===== config.mk =====
export PLATFORM = sky130hd
export DESIGN_NAME = scsa_class_sel
export DESIGN_NICKNAME = d
export VERILOG_FILES = /design/src/rtl/size_class_slab_allocator_core_assert.svh /design/src/rtl/scsa_pkg.sv /design/src/rtl/scsa_class_sel.sv
export SDC_FILE = /design/constraint.sdc
export NUM_CORES = 1
export LEC_CHECK = 0
export ABC_AREA = 1
export BUFFER_PORTS_ARGS = -buffer_cell sky130_fd_sc_hd__buf_2
export CAP_MARGIN = 20
export CORE_UTILIZATION = 45
export DETAILED_ROUTE_END_ITERATION = 7
export PLACE_DENSITY = 0.73
export SLEW_MARGIN = 20
export SYNTH_ARGS = -nofsm -noshare
export SYNTH_HDL_FRONTEND = slang
export SYNTH_SLANG_ARGS = --single-unit

===== constraint.sdc =====
create_clock -name vclk -period 5.49
set_clock_uncertainty 0.1 [all_clocks]
set_input_delay 0.8235 -clock vclk [all_inputs]
set_output_delay 0.8235 -clock vclk [all_outputs]
set_load 0.01 [all_outputs]

===== src/rtl/size_class_slab_allocator_core_assert.svh =====
// ----------------------------------------------------------------------------
// size_class_slab_allocator_core_assert.svh
// assertion macros for the slab allocator, empty in synthesis
// ----------------------------------------------------------------------------
`ifndef SIZE_CLASS_SLAB_ALLOCATOR_CORE_ASSERT_SVH
`define SIZE_CLASS_SLAB_ALLOCATOR_CORE_ASSERT_SVH

`ifndef SYNTHESIS

// same-cycle implication
`define SCSA_ASSERT_IMP(label, clk, rst_n, ante, cons, msg) \
    label: assert property (@(posedge clk) disable iff (!rst_n) (ante) |-> (cons)) \
        else $error(msg);

// next-cycle implication
`define SCSA_ASSERT_NXT(label, clk, rst_n, ante, cons, msg) \
    label: assert property (@(posedge clk) disable iff (!rst_n) (ante) |=> (cons)) \
        else $error(msg);

`else

`define SCSA_ASSERT_IMP(label, clk, rst_n, ante, cons, msg)

`define SCSA_ASSERT_NXT(label, clk, rst_n, ante, cons, msg)

`endif

`endif


===== src/rtl/scsa_pkg.sv =====
// ----------------------------------------------------------------------------
// scsa_pkg
// shared types and codes of the size-class slab allocator
// ----------------------------------------------------------------------------
package scsa_pkg;

    // widest class index that any configuration can need (up to 16 classes)
    localparam int CLS_IDX_W = 4;

    localparam int CFG_DATA_W = 13;
    localparam int CFG_IDX_W  = 2;

    // configuration register indexes
    localparam logic [CFG_IDX_W-1:0] REG_CLASS_COUNT     = 2'd0;
    localparam logic [CFG_IDX_W-1:0] REG_MIN_SIZE_LOG2   = 2'd1;
    localparam logic [CFG_IDX_W-1:0] REG_SLABS_PER_BLOCK = 2'd2;
    localparam logic [CFG_IDX_W-1:0] REG_MAX_BLOCKS      = 2'd3;

    // configuration reset values
    localparam logic [3:0]  RST_CLASS_COUNT     = 4'd8;
    localparam logic [4:0]  RST_MIN_SIZE_LOG2   = 5'd2;
    localparam logic [12:0] RST_SLABS_PER_BLOCK = 13'd100;
    localparam logic [12:0] RST_MAX_BLOCKS      = 13'd0;

    // smallest element size is 4 bytes
    localparam logic [4:0] MIN_LOG2_FLOOR = 5'd2;

    localparam logic KIND_ALLOC = 1'b0;
    localparam logic KIND_FREE  = 1'b1;

    typedef enum logic [1:0] {
        STAT_OK        = 2'd0,
        STAT_EXHAUSTED = 2'd1,
        STAT_TOO_BIG   = 2'd2,
        STAT_IGNORED   = 2'd3
    } scsa_status_t;

    typedef enum logic [1:0] {
        ST_IDLE,
        ST_EXEC,
        ST_POP
    } scsa_state_t;

    // class lookup result
    typedef struct packed {
        logic                 hit;
        logic [CLS_IDX_W-1:0] idx;
    } scsa_sel_t;

endpackage


===== src/rtl/scsa_class_sel.sv =====
// ----------------------------------------------------------------------------
// scsa_class_sel
// picks the first size class in use whose element size covers the request
// ----------------------------------------------------------------------------
module scsa_class_sel #(
    parameter int NUM_CLASSES = 8
) (
    input  logic [23:0]         req_size,
    input  logic [3:0]          class_count,
    input  logic [4:0]          min_size_log2,
    output scsa_pkg::scsa_sel_t sel
);

    logic [4:0] n_cls;
    logic [4:0] lg;

    always_comb
    begin
        if (class_count == 4'd0)
        begin
            n_cls = 5'd1;
        end
        else if (5'(class_count) > 5'(NUM_CLASSES))
        begin
            n_cls = 5'(NUM_CLASSES);
        end
        else
        begin
            n_cls = 5'(class_count);
        end
        lg = (min_size_log2 < scsa_pkg::MIN_LOG2_FLOOR) ? scsa_pkg::MIN_LOG2_FLOOR
                                                        : min_size_log2;
    end

    // scan from the top so the lowest matching class wins
    always_comb
    begin
        logic [5:0]  shamt;
        logic [32:0] limit;
        sel.hit = 1'b0;
        sel.idx = '0;
        for (int i = NUM_CLASSES - 1; i >= 0; i--)
        begin
            shamt = 6'(lg) + 6'(i);
            limit = 33'd1 << shamt;
            if ((5'(i) < n_cls) && (33'(req_size) <= limit))
            begin
                sel.hit = 1'b1;
                sel.idx = scsa_pkg::CLS_IDX_W'(i);
            end
        end
    end

endmodule


After elaboration in Yosys (flattened, before gate mapping)

Index checks and enable logic that the tools add are counted.

Bits of input ports: 33
Register bits: 0
Output and inout bits: 5

Order comparisons: 18
Mux-type cells: 11
$add $sub $neg: 7
Shift operators: 8
Reductions and logical operators: 9

Operators with widths:

| cell                 | count |
|---|---|
| $le 24x33->1         | 8 |
| $shl 1x6->33 const A | 7 |
| $mux 5               | 9 |
| $shl 1x5->33 const A | 1 |
| $add 5x3->6 const B  | 4 |
| $lt 3x5->1 const A   | 4 |
| $add 5x2->6 const B  | 2 |
| $lt 1x5->1 const A   | 2 |
| $lt 2x5->1 const A   | 2 |
| $logic_and 1x1->1    | 8 |
| $mux 4               | 2 |
| $add 5x1->6 const B  | 1 |
| $lt 5x2->1 const B   | 1 |
| $gt 4x4->1 const B   | 1 |
| $logic_not 4->1      | 1 |

Depth between registers and ports, before layout

Gate-level depths: netlist of run 1.

Depth after elaboration: 14
Mapped depth: 36
Depth with buffers taken out: 35

Least setup slack after synthesis of run 1

OpenSTA, ideal clock, no wires.

Path type: input port to output port
From: input port min_size_log2[2]
To: output port sel[1] (netlist bit)
Required time: 4.567 ns
Buffers on the path: 3
Setup slack: 0.544 ns
Stages on the path: 29
Arrival: 4.023 ns
Path through: buf_6 > nor2_4 > nand2_4 > nand2_4 > ha_1 > nor2_1 > or2_1 > inv_2 > nand2_1 > o21ai_1 > buf_4 > and2_0 > buf_2 > nand3_1 > ha_1 > nand2_1 > nor2_1 > nand2_1 > o211ai_1 > nand2_1 > nand3b_1 > nand2_1 > a21oi_1 > o21ai_0 > nand2_1 > nand2_1 > nand2_1 > nand2_1 > a21oi_1

RTL lines:

| what               | RTL line             | text |
|---|---|---|
| start: declaration | scsa_class_sel.sv:10 | `input logic [4:0] min_size_log2,` |
| end: declaration   | scsa_class_sel.sv:11 | `output scsa_pkg::scsa_sel_t sel` |

==> metrics.cfg, run 1 <==
[timing]
timing.slew.headroom_pct = 47.4
min_period_ns = 5.24
tightestPinTransition_ns = 0.786
setup-tns-final_ns = 0
fin_hold_ws_ns = 2.04
finalHoldViolCount = 0
finalCritPeriodShare_pct = 95.5
final_max_slew_viol_count = 0
setup_viol = 0
fmax_ghz = 0.191
setup_ws_ns = 0.246

[finish]
antenna_cells = 0
final_util_pct = 51.0
nets = 1366
seq_cells = 0
regArea_um2 = 0
drive_gt1_share_pct = 11.1
num-clock-buffers = 0
syn2layout_area_growth_pct = 8.95

[place]
place_hpwl_um = 17000
place_ws_ns = 0.281
numPortBuffers = 37
gp_congestion = 0.946

[floorplanning]
die_y_um = 123
die_x_um = 123
rows = 43
core_mm2 = 0.0141
start_util_pct = 46.8
dieArea_mm2 = 0.0152
boundaryPins = 38

[setup_path]
slowest_stage = ha_1
crit_family = simple AND/OR/NAND/NOR gates
worstPathRequired_ns = 4.57
slowest_delay_ns = 0.31
end_kind = primary output
cp-start-kind = input pin
crit_buf_inv = 6
path_class = input pin to primary output
worstPathArrival_ns = 4.32
critPathMaxFanout = 10
cp_common_cell = nand2_1

[global_route]
antenna_found_initial = 0
grt_pass1_wl_um = 35300
grtUsageTotal_pct = 30.1
grt_max_degree = 18
grt-ovfl-total = 0
grt_pass1_vias = 6925

[drt]
vias_per_cell = 5.84
first_pass_iters = 5
drt_wl_total_um = 22400
drc = 0
vias = 7658
wl_per_cell_um = 17.0
antenna_left = 0
drt_iter0_markers = 665

[worst_hold_path]
whs_path_depth = 6
hold_class = input pin to primary output
min_from = class_count[3]
hold_path_end = sel[4]

[pwr]
power_density_mw_per_mm2 = 78.3
power_mw = 0.563
peakVddDrop_uv = 35.4
total_leakage_power_nw = 3.35

[synth]
synth_warnings = 0
ys_types = 52
ys_seq_area_share_pct = 0
syn-instance-count = 1086
netlist_area_mm2 = 0.00660
syn_avg_cell_area_um2 = 6.08
synth_area_leaders = ha_1, nand2_1, a21oi_1
synth_top_area_share_pct = 37.7
yosysTopAreaCell = ha_1

[job]
cap_viol_max_count = 0

[outcome]
run_status = complete, no violations

routing by layer:
metal,global-route usage (%),wire length [um]
met5,0,0
met3,4.06,2200
met4,9.94,802
met2,48.0,9450
met1,41.5,9910
area by class of cell:
cell class                 count  area [um2]
tap                          180         225
timing repair inverter         1        7.51
multi-input combinational    967        6190
inverter                     101         383
timing repair buffer          63         383
fill                        1522        6910
power by group:
group	switching, mW	leakage [nW]	total (mW)	internal (mW)
Clock	0	0	0	0
Sequential	0	0	0	0
Combinational	0.374	3.35	0.563	0.189
placed cells by master, fill, tap and decap left out, types with 3 or more instances in the layout:
cell and n:
inv_1 81, nand2_1 323, o21ai_1 4, a21oi_1 82
xor2_2 4, nor2_1 82, inv_2 16, a31oi_1 3
nor3_1 47, o21ai_0 28, nor2_2 8, nand4_1 54
ha_1 199, nand2_2 9, buf_2 36, nand3_2 3
a21oi_2 3, a211oi_1 10, a21o_1 6, o21a_1 7
nand3_1 46, nor2_4 4, buf_4 26, nor4_1 4
conb_1 11, o211ai_1 3
logic make-up (layout without fill, tap and decap cells):
kind of cell	Yosys count	after routing	synth area share [%]
AOI/OAI and AO/OA	159	159	14.0
xor gates and xnor gates	4	4	0.645
adders and majority gates	199	199	37.7
buffers and inverters	128	165	7.66
other	2	11	0.114
and+or+nand+nor	594	594	39.9
synthesized netlist by cell type, drive strengths merged (4+ instances only):
cell type / number
xor2: 4
inv: 98
o21ai: 34
o21a: 7
buf: 9
nor4: 6
o211ai: 4
ha: 199
a21oi: 86
nand4: 54
a211oi: 10
nand2: 334
clkbuf: 18
nor2: 95
nand3: 49
a21o: 6
nor3: 49
metrics by stage:
step                      std cells  area [um2]
after floorplan                1095        6630
after CTS                      1310        7110
final                          1312        7190
after global placement         1310        7110
after global routing           1312        7190
after detailed placement       1310        7110
timing repair:
item / 4_1_cts / 5_1_grt
hold buffers: 0 / 0
endpoints found under the setup margin: 0 / 4
buffers inserted: 0 / 1
gates resized for setup: 0 / 17
worst min-delay path, stage by stage:
cell	delay [ns]
buf_2	0.11
nand2_1	0.05
nand2_1	0.09
nor2_2	0.05
nand4_1	0.07
buf_2	0.12
worst max path at each step:
stage,start,cells after the start,to,slack (ns)
global placement,min_size_log2[2],34,sel[0],0.30
global route,min_size_log2[2],28,sel[2],-0.16
floorplan,min_size_log2[2],29,sel[1],0.54
CTS,min_size_log2[2],32,sel[1],0.26
finish,min_size_log2[2],28,sel[2],0.25
detailed placement,min_size_log2[2],32,sel[1],0.28
Power figures use the tool's default switching activity.
==> run 2, diff against run 1 <==
--- a/config.mk
+++ b/config.mk
@@ -5,7 +5,7 @@
 export SDC_FILE = /design/constraint.sdc
 export NUM_CORES = 1
 export LEC_CHECK = 0
-export ABC_AREA = 1
+export ABC_AREA = 0
 export BUFFER_PORTS_ARGS = -buffer_cell sky130_fd_sc_hd__buf_2
 export CAP_MARGIN = 20
 export CORE_UTILIZATION = 45
==> metrics.cfg, run 2 <==
[place]
gp_congestion = 1.01  ; +7.1%
place_hpwl_um = 17300  ; +1.6%
numPortBuffers = 37  ; unchanged
place_ws_ns = -0.0418  ; -0.322 ns

[drt]
drc = 0  ; unchanged
first_pass_iters = 5  ; unchanged
drt_iter0_markers = 760  ; +14%
vias_per_cell = 6.42  ; +10%
vias = 7516  ; -1.9%
antenna_left = 0  ; unchanged
wl_per_cell_um = 19.9  ; +17%
drt_wl_total_um = 23300  ; +4.1%

[timing]
finalHoldViolCount = 0  ; unchanged
min_period_ns = 5.35  ; +0.107 ns
tightestPinTransition_ns = 0.681  ; -0.105 ns
setup_viol = 0  ; unchanged
setup_ws_ns = 0.139  ; -0.107 ns
timing.slew.headroom_pct = 54.1  ; +6.7 points
finalCritPeriodShare_pct = 97.5  ; +2.0 points
final_max_slew_viol_count = 0  ; unchanged
fmax_ghz = 0.187  ; -2.0%

[worst_hold_path]
hold_class = input pin to primary output

[floorplanning]
rows = 42  ; -2.3%
start_util_pct = 46.9  ; +0.10 points
die_x_um = 121  ; -2.0%
boundaryPins = 38  ; unchanged
core_mm2 = 0.0135  ; -4.2%
die_y_um = 121  ; -2.0%
dieArea_mm2 = 0.0146  ; -3.9%

[finish]
final_cell_mix = nand2_1, ha_1, buf_4, a21oi_1, nand3_1
num-clock-buffers = 0  ; unchanged
fill_cells = 1341  ; -12%
nets = 1228  ; -10%
drive_gt1_share_pct = 16.1  ; +5.0 points
final_util_pct = 54.3  ; +3.3 points
syn2layout_area_growth_pct = 15.8
antenna_cells = 0  ; unchanged
regArea_um2 = 0  ; unchanged
final_common_cell = nand2_1
seq_cells = 0  ; unchanged

[setup_path]
slowest_stage = a221o_1
worstPathRequired_ns = 4.57  ; about the same
critPathMaxFanout = 11  ; +1
crit_family = compound AO/OA/AOI/OAI gates
slowest_delay_ns = 0.37  ; +0.06 ns
crit_buf_inv = 4  ; -2
worstPathArrival_ns = 4.43  ; +0.11 ns
cp-start-kind = input pin
end_kind = primary output
path_cells = buf_2 > nor3_4 > nor2_4 > buf_4 > ha_1 > buf_4 > nor4_1 > a21oi_1 > nor2_2 > and2_1 > nand2_1 > ha_1 > nand3_1 > o21bai_1 > a211o_1 > a221o_1 > o22ai_2 > o221ai_1 > a21oi_1 > buf_2
path_class = input pin to primary output

[synth]
muxShareOfSynthArea_pct = 0.316  ; +0.32 points
synthAdderAreaFrac_pct = 39.3  ; +1.6 points
netlist_area_mm2 = 0.00634  ; -4.0%
synth_top_family_by_area = adder cells
synth-compound-area-share_pct = 22.3  ; +8.4 points
yosys.cell_count.top_type = nand2_1
syn-instance-count = 921  ; -15%
synthSimpleGateAreaFrac_pct = 33.1  ; -6.9 points
synth_warnings = 0  ; unchanged
synth-xor-area-share_pct = 0.691  ; +0.046 points
synth_area_leaders = ha_1, nand2_1, a21oi_1
ys_seq_area_share_pct = 0  ; unchanged
syn_avg_cell_area_um2 = 6.88  ; +13%
ys_types = 69  ; +33%
yosysTopAreaCell = ha_1
synth_top_area_share_pct = 39.3  ; +1.6 points
ys_top_cells_by_count = nand2_1, ha_1, a21oi_1

[global_route]
grt-ovfl-total = 0  ; unchanged
antenna_found_initial = 0  ; unchanged
grt_pass1_vias = 6890  ; -0.51%
grt_pass1_wl_um = 36200  ; +2.7%
grtUsageTotal_pct = 31.8  ; +1.7 points
grt_max_degree = 32  ; +14

[pwr]
peakVddDrop_uv = 39.9  ; +13%
power_frac_comb_pct = 100.0  ; about the same
total_leakage_power_nw = 3.03  ; -9.4%
power_frac_seq_pct = 0  ; unchanged
pwr-share-clk_pct = 0  ; unchanged
power_mw = 0.559  ; -0.69%
power_density_mw_per_mm2 = 76.2  ; -2.7%
power.share.switching_pct = 60.7  ; -5.8 points
p_switching_mw = 0.339  ; -9.3%
intPower_mw = 0.220  ; +16%

[outcome]
run_status = complete, no violations

[job]
cap_viol_max_count = 0  ; unchanged

run 2: cell families after synthesis:
group | after synthesis
and+or+nand+nor | 436
AOI/OAI and AO/OA | 214
adders and majority gates | 199
buffers and inverters | 63
xor gates and xnor gates | 5
muxes | 2
other | 2
run 2: worst min-delay path, delay by kind of cell:
family,cells,cell delay (ns)
AOI/OAI and AO/OA,3,0.31
buffers and inverters,3,0.41
run 2: repair_timing:
item / CTS / global route
hold buffers: 0 / 0
resized for setup: 2 / 45
buffers inserted: 0 / 1
setup endpoints to repair: 3 / 4
pin swaps: 0 / 9
run 2: path summary, 6_finish.rpt:
| check | from | cells past startpoint | endpoint | slack [ns] |
|---|---|---|---|---|
| setup / recovery | min_size_log2[3] | 20 | sel[1] | 0.14 |
| hold / removal | class_count[3] | 6 | sel[0] | 2.27 |
run 2: final cells by class:
type	instances	area, um2	area share [%]
Inverter	19	71.3	0.972
Multi-Input combinational cell	867	6330	86.2
Tap cell	176	220	3.00
Timing Repair Buffer	108	722	9.84
run 2: power by group through the flow:
stage | clock, mW | sequential (mW) | combinational, mW
6_report | 0 | 0 | 0.559
3_5_place_dp | 0 | 0 | 0.519
3_3_place_gp | 0 | 0 | 0.511
4_1_cts | 0 | 0 | 0.523
5_1_grt | 0 | 0 | 0.615
2_1_floorplan | 0 | 0 | 0.327
run 2: per-layer routing:
metal	share of wire (%)	GRT usage, %	up-vias
met5	0	0	-
met4	4.5	12.9	0
met3	8.8	3.11	71
met2	44	51.4	338
met1	43	43.0	3513
li1	-	-	3594
run 2: stage by stage:
step	TNS (ns)	cell area [um2]	instances	hold WS, ns
floorplan	-0.0701	6380	930	1.80
global placement	-0.0101	7120	1169	2.22
detailed placement	-0.0802	7120	1169	2.23
CTS	0	7130	1169	2.23
global route	-0.190	7340	1170	2.32
finish	0	7340	1170	2.27
==> run 3, diff against run 2 <==
--- a/config.mk
+++ b/config.mk
@@ -10,7 +10,7 @@
 export CAP_MARGIN = 20
 export CORE_UTILIZATION = 45
 export DETAILED_ROUTE_END_ITERATION = 7
-export PLACE_DENSITY = 0.73
+export PLACE_DENSITY = 0.61
 export SLEW_MARGIN = 20
 export SYNTH_ARGS = -nofsm -noshare
 export SYNTH_HDL_FRONTEND = slang
==> metrics.cfg, run 3 (synthesized netlist as in run 2, its figures left out) <==
[timing]
min_period_ns = 5.32  ; -0.0281 ns
timing.slew.headroom_pct = 57.9  ; +3.7 points
setup-tns-final_ns = 0  ; unchanged
fmax_ghz = 0.188  ; +0.53%
tightestPinTransition_ns = 0.626  ; -0.0542 ns
finalHoldViolCount = 0  ; unchanged
setup_viol = 0  ; unchanged
fin_hold_ws_ns = 2.26  ; -0.00886 ns
finalCritPeriodShare_pct = 97.0  ; -0.51 points
setup_ws_ns = 0.167  ; +0.0281 ns
final_max_slew_viol_count = 0  ; unchanged

[finish]
design_area_mm2 = 0.00764  ; +4.1%
multi_input_area_mm2 = 0.00638  ; +0.79%
num-clock-buffers = 0  ; unchanged
fill_cells = 1381  ; +3.0%
regArea_um2 = 0  ; unchanged
drive_gt1_share_pct = 18.9  ; +2.8 points
nets = 1258  ; +2.4%
final_util_pct = 56.6  ; +2.3 points
final_cell_mix = nand2_1, ha_1, buf_4, a21oi_1, nand3_1
seq_cells = 0  ; unchanged
final_common_cell = nand2_1
syn2layout_area_growth_pct = 20.6
antenna_cells = 0  ; unchanged

[setup_path]
crit_buf_inv = 5  ; +1
slowest_delay_ns = 0.44  ; +0.07 ns
critPathMaxFanout = 31  ; +20
cp-start-kind = input pin
path_cells = buf_2 > buf_12 > or4_4 > buf_4 > a31oi_4 > o21ai_4 > or4_1 > ha_1 > nand4_1 > nor4_2 > buf_4 > and2_4 > a2111oi_4 > o2bb2ai_2 > or3b_1 > o211ai_1 > buf_2
path_class = input pin to primary output
worstPathArrival_ns = 4.40  ; -0.03 ns
crit_family = simple AND/OR/NAND/NOR gates
slowest_stage = or4_4
end_kind = primary output
worstPathRequired_ns = 4.57  ; about the same

[floorplanning]
boundaryPins = 38  ; unchanged
dieArea_mm2 = 0.0146  ; unchanged
die_x_um = 121  ; unchanged
die_y_um = 121  ; unchanged
core_mm2 = 0.0135  ; unchanged
start_util_pct = 46.9  ; unchanged
rows = 42  ; unchanged

[drt]
antenna_left = 0  ; unchanged
drt_wl_total_um = 24200  ; +4.1%
first_pass_iters = 5  ; unchanged
drt_iter0_markers = 621  ; -18%
vias = 7338  ; -2.4%
vias_per_cell = 6.12  ; -4.8%
drc = 0  ; unchanged
wl_per_cell_um = 20.2  ; +1.5%

[place]
place_ws_ns = -0.135  ; -0.0931 ns
place_hpwl_um = 18100  ; +4.6%
placed_cell_area_mm2 = 0.00736  ; +3.3%
gp_congestion = 0.959  ; -5.4%
numPortBuffers = 37  ; unchanged

[job]
cap_viol_max_count = 0  ; unchanged

[worst_hold_path]
hold_class = input pin to primary output
min_from = class_count[0]
whs_path_depth = 6  ; unchanged
hold_path_end = sel[2]

[global_route]
grt_pass1_wl_um = 37500  ; +3.7%
antenna_found_initial = 0  ; unchanged
grt_pass1_vias = 6809  ; -1.2%
grtUsageTotal_pct = 33.6  ; +1.8 points
grt_max_degree = 36  ; +13%
grt-ovfl-total = 0  ; unchanged

[outcome]
run_status = complete, no violations

[pwr]
peakVddDrop_uv = 44.1  ; +10%
total_leakage_power_nw = 3.20  ; +5.5%
power_density_mw_per_mm2 = 76.3  ; +0.19%

run 3: cell types whose count changed in the layout (fill, tap and decap cells not counted), sizes merged:
cell | previous run | this run
buf | 108 | 138
run 3: worst max path at each step:
stage / startpoint / to / slack, ns / cells after the start
2_1_floorplan: min_size_log2[2] / sel[0] / -0.07 / 20
5_1_grt: min_size_log2[2] / sel[4] / -0.02 / 20
3_5_place_dp: min_size_log2[2] / sel[0] / -0.13 / 19
4_1_cts: min_size_log2[2] / sel[0] / 0.02 / 18
6_report: min_size_log2[2] / sel[0] / 0.17 / 17
3_3_place_gp: min_size_log2[2] / sel[0] / -0.13 / 19
run 3: final cells by class:
| cell class | instances | share of cell area [%] |
|---|---|---|
| inverter | 19 | 0.933 |
| timing repair buffer | 138 | 12.8 |
| multi-input combinational | 867 | 83.4 |
| tap | 176 | 2.88 |
run 3: routing by layer:
metal | global-route usage, % | wire [um] | up-vias
li1 | - | - | 3641
met2 | 56.1 | 10900 | 236
met1 | 44.7 | 11000 | 3409
met5 | 0 | 0 | -
met4 | 12.5 | 937 | 0
met3 | 2.55 | 1380 | 52
run 3: worst min-delay path: stages:
cell      delay (ns)
buf_2           0.11
a211oi_1        0.11
a211oi_2        0.15
buf_4           0.16
nor4_2          0.05
buf_2           0.13
run 3: metrics by stage:
| stage | total power [mW] | instances |
|---|---|---|
| after floorplan | 0.327 | 930 |
| after global placement | 0.539 | 1197 |
| after detailed placement | 0.541 | 1197 |
| after CTS | 0.545 | 1197 |
| after global routing | 0.647 | 1200 |
| final | 0.583 | 1200 |
run 3: repair_timing:
item                       in CTS  in global routing
resized for setup               4                 56
setup endpoints to repair       3                  4
hold buffers                    0                  0
cloned                          0                  0
buffers inserted                0                  3
pin swaps                       0                 19
run 3: report_power, final:
| group | switching (mW) | internal [mW] |
|---|---|---|
| registers | 0 | 0 |
| clock network | 0 | 0 |
| logic | 0.347 | 0.236 |
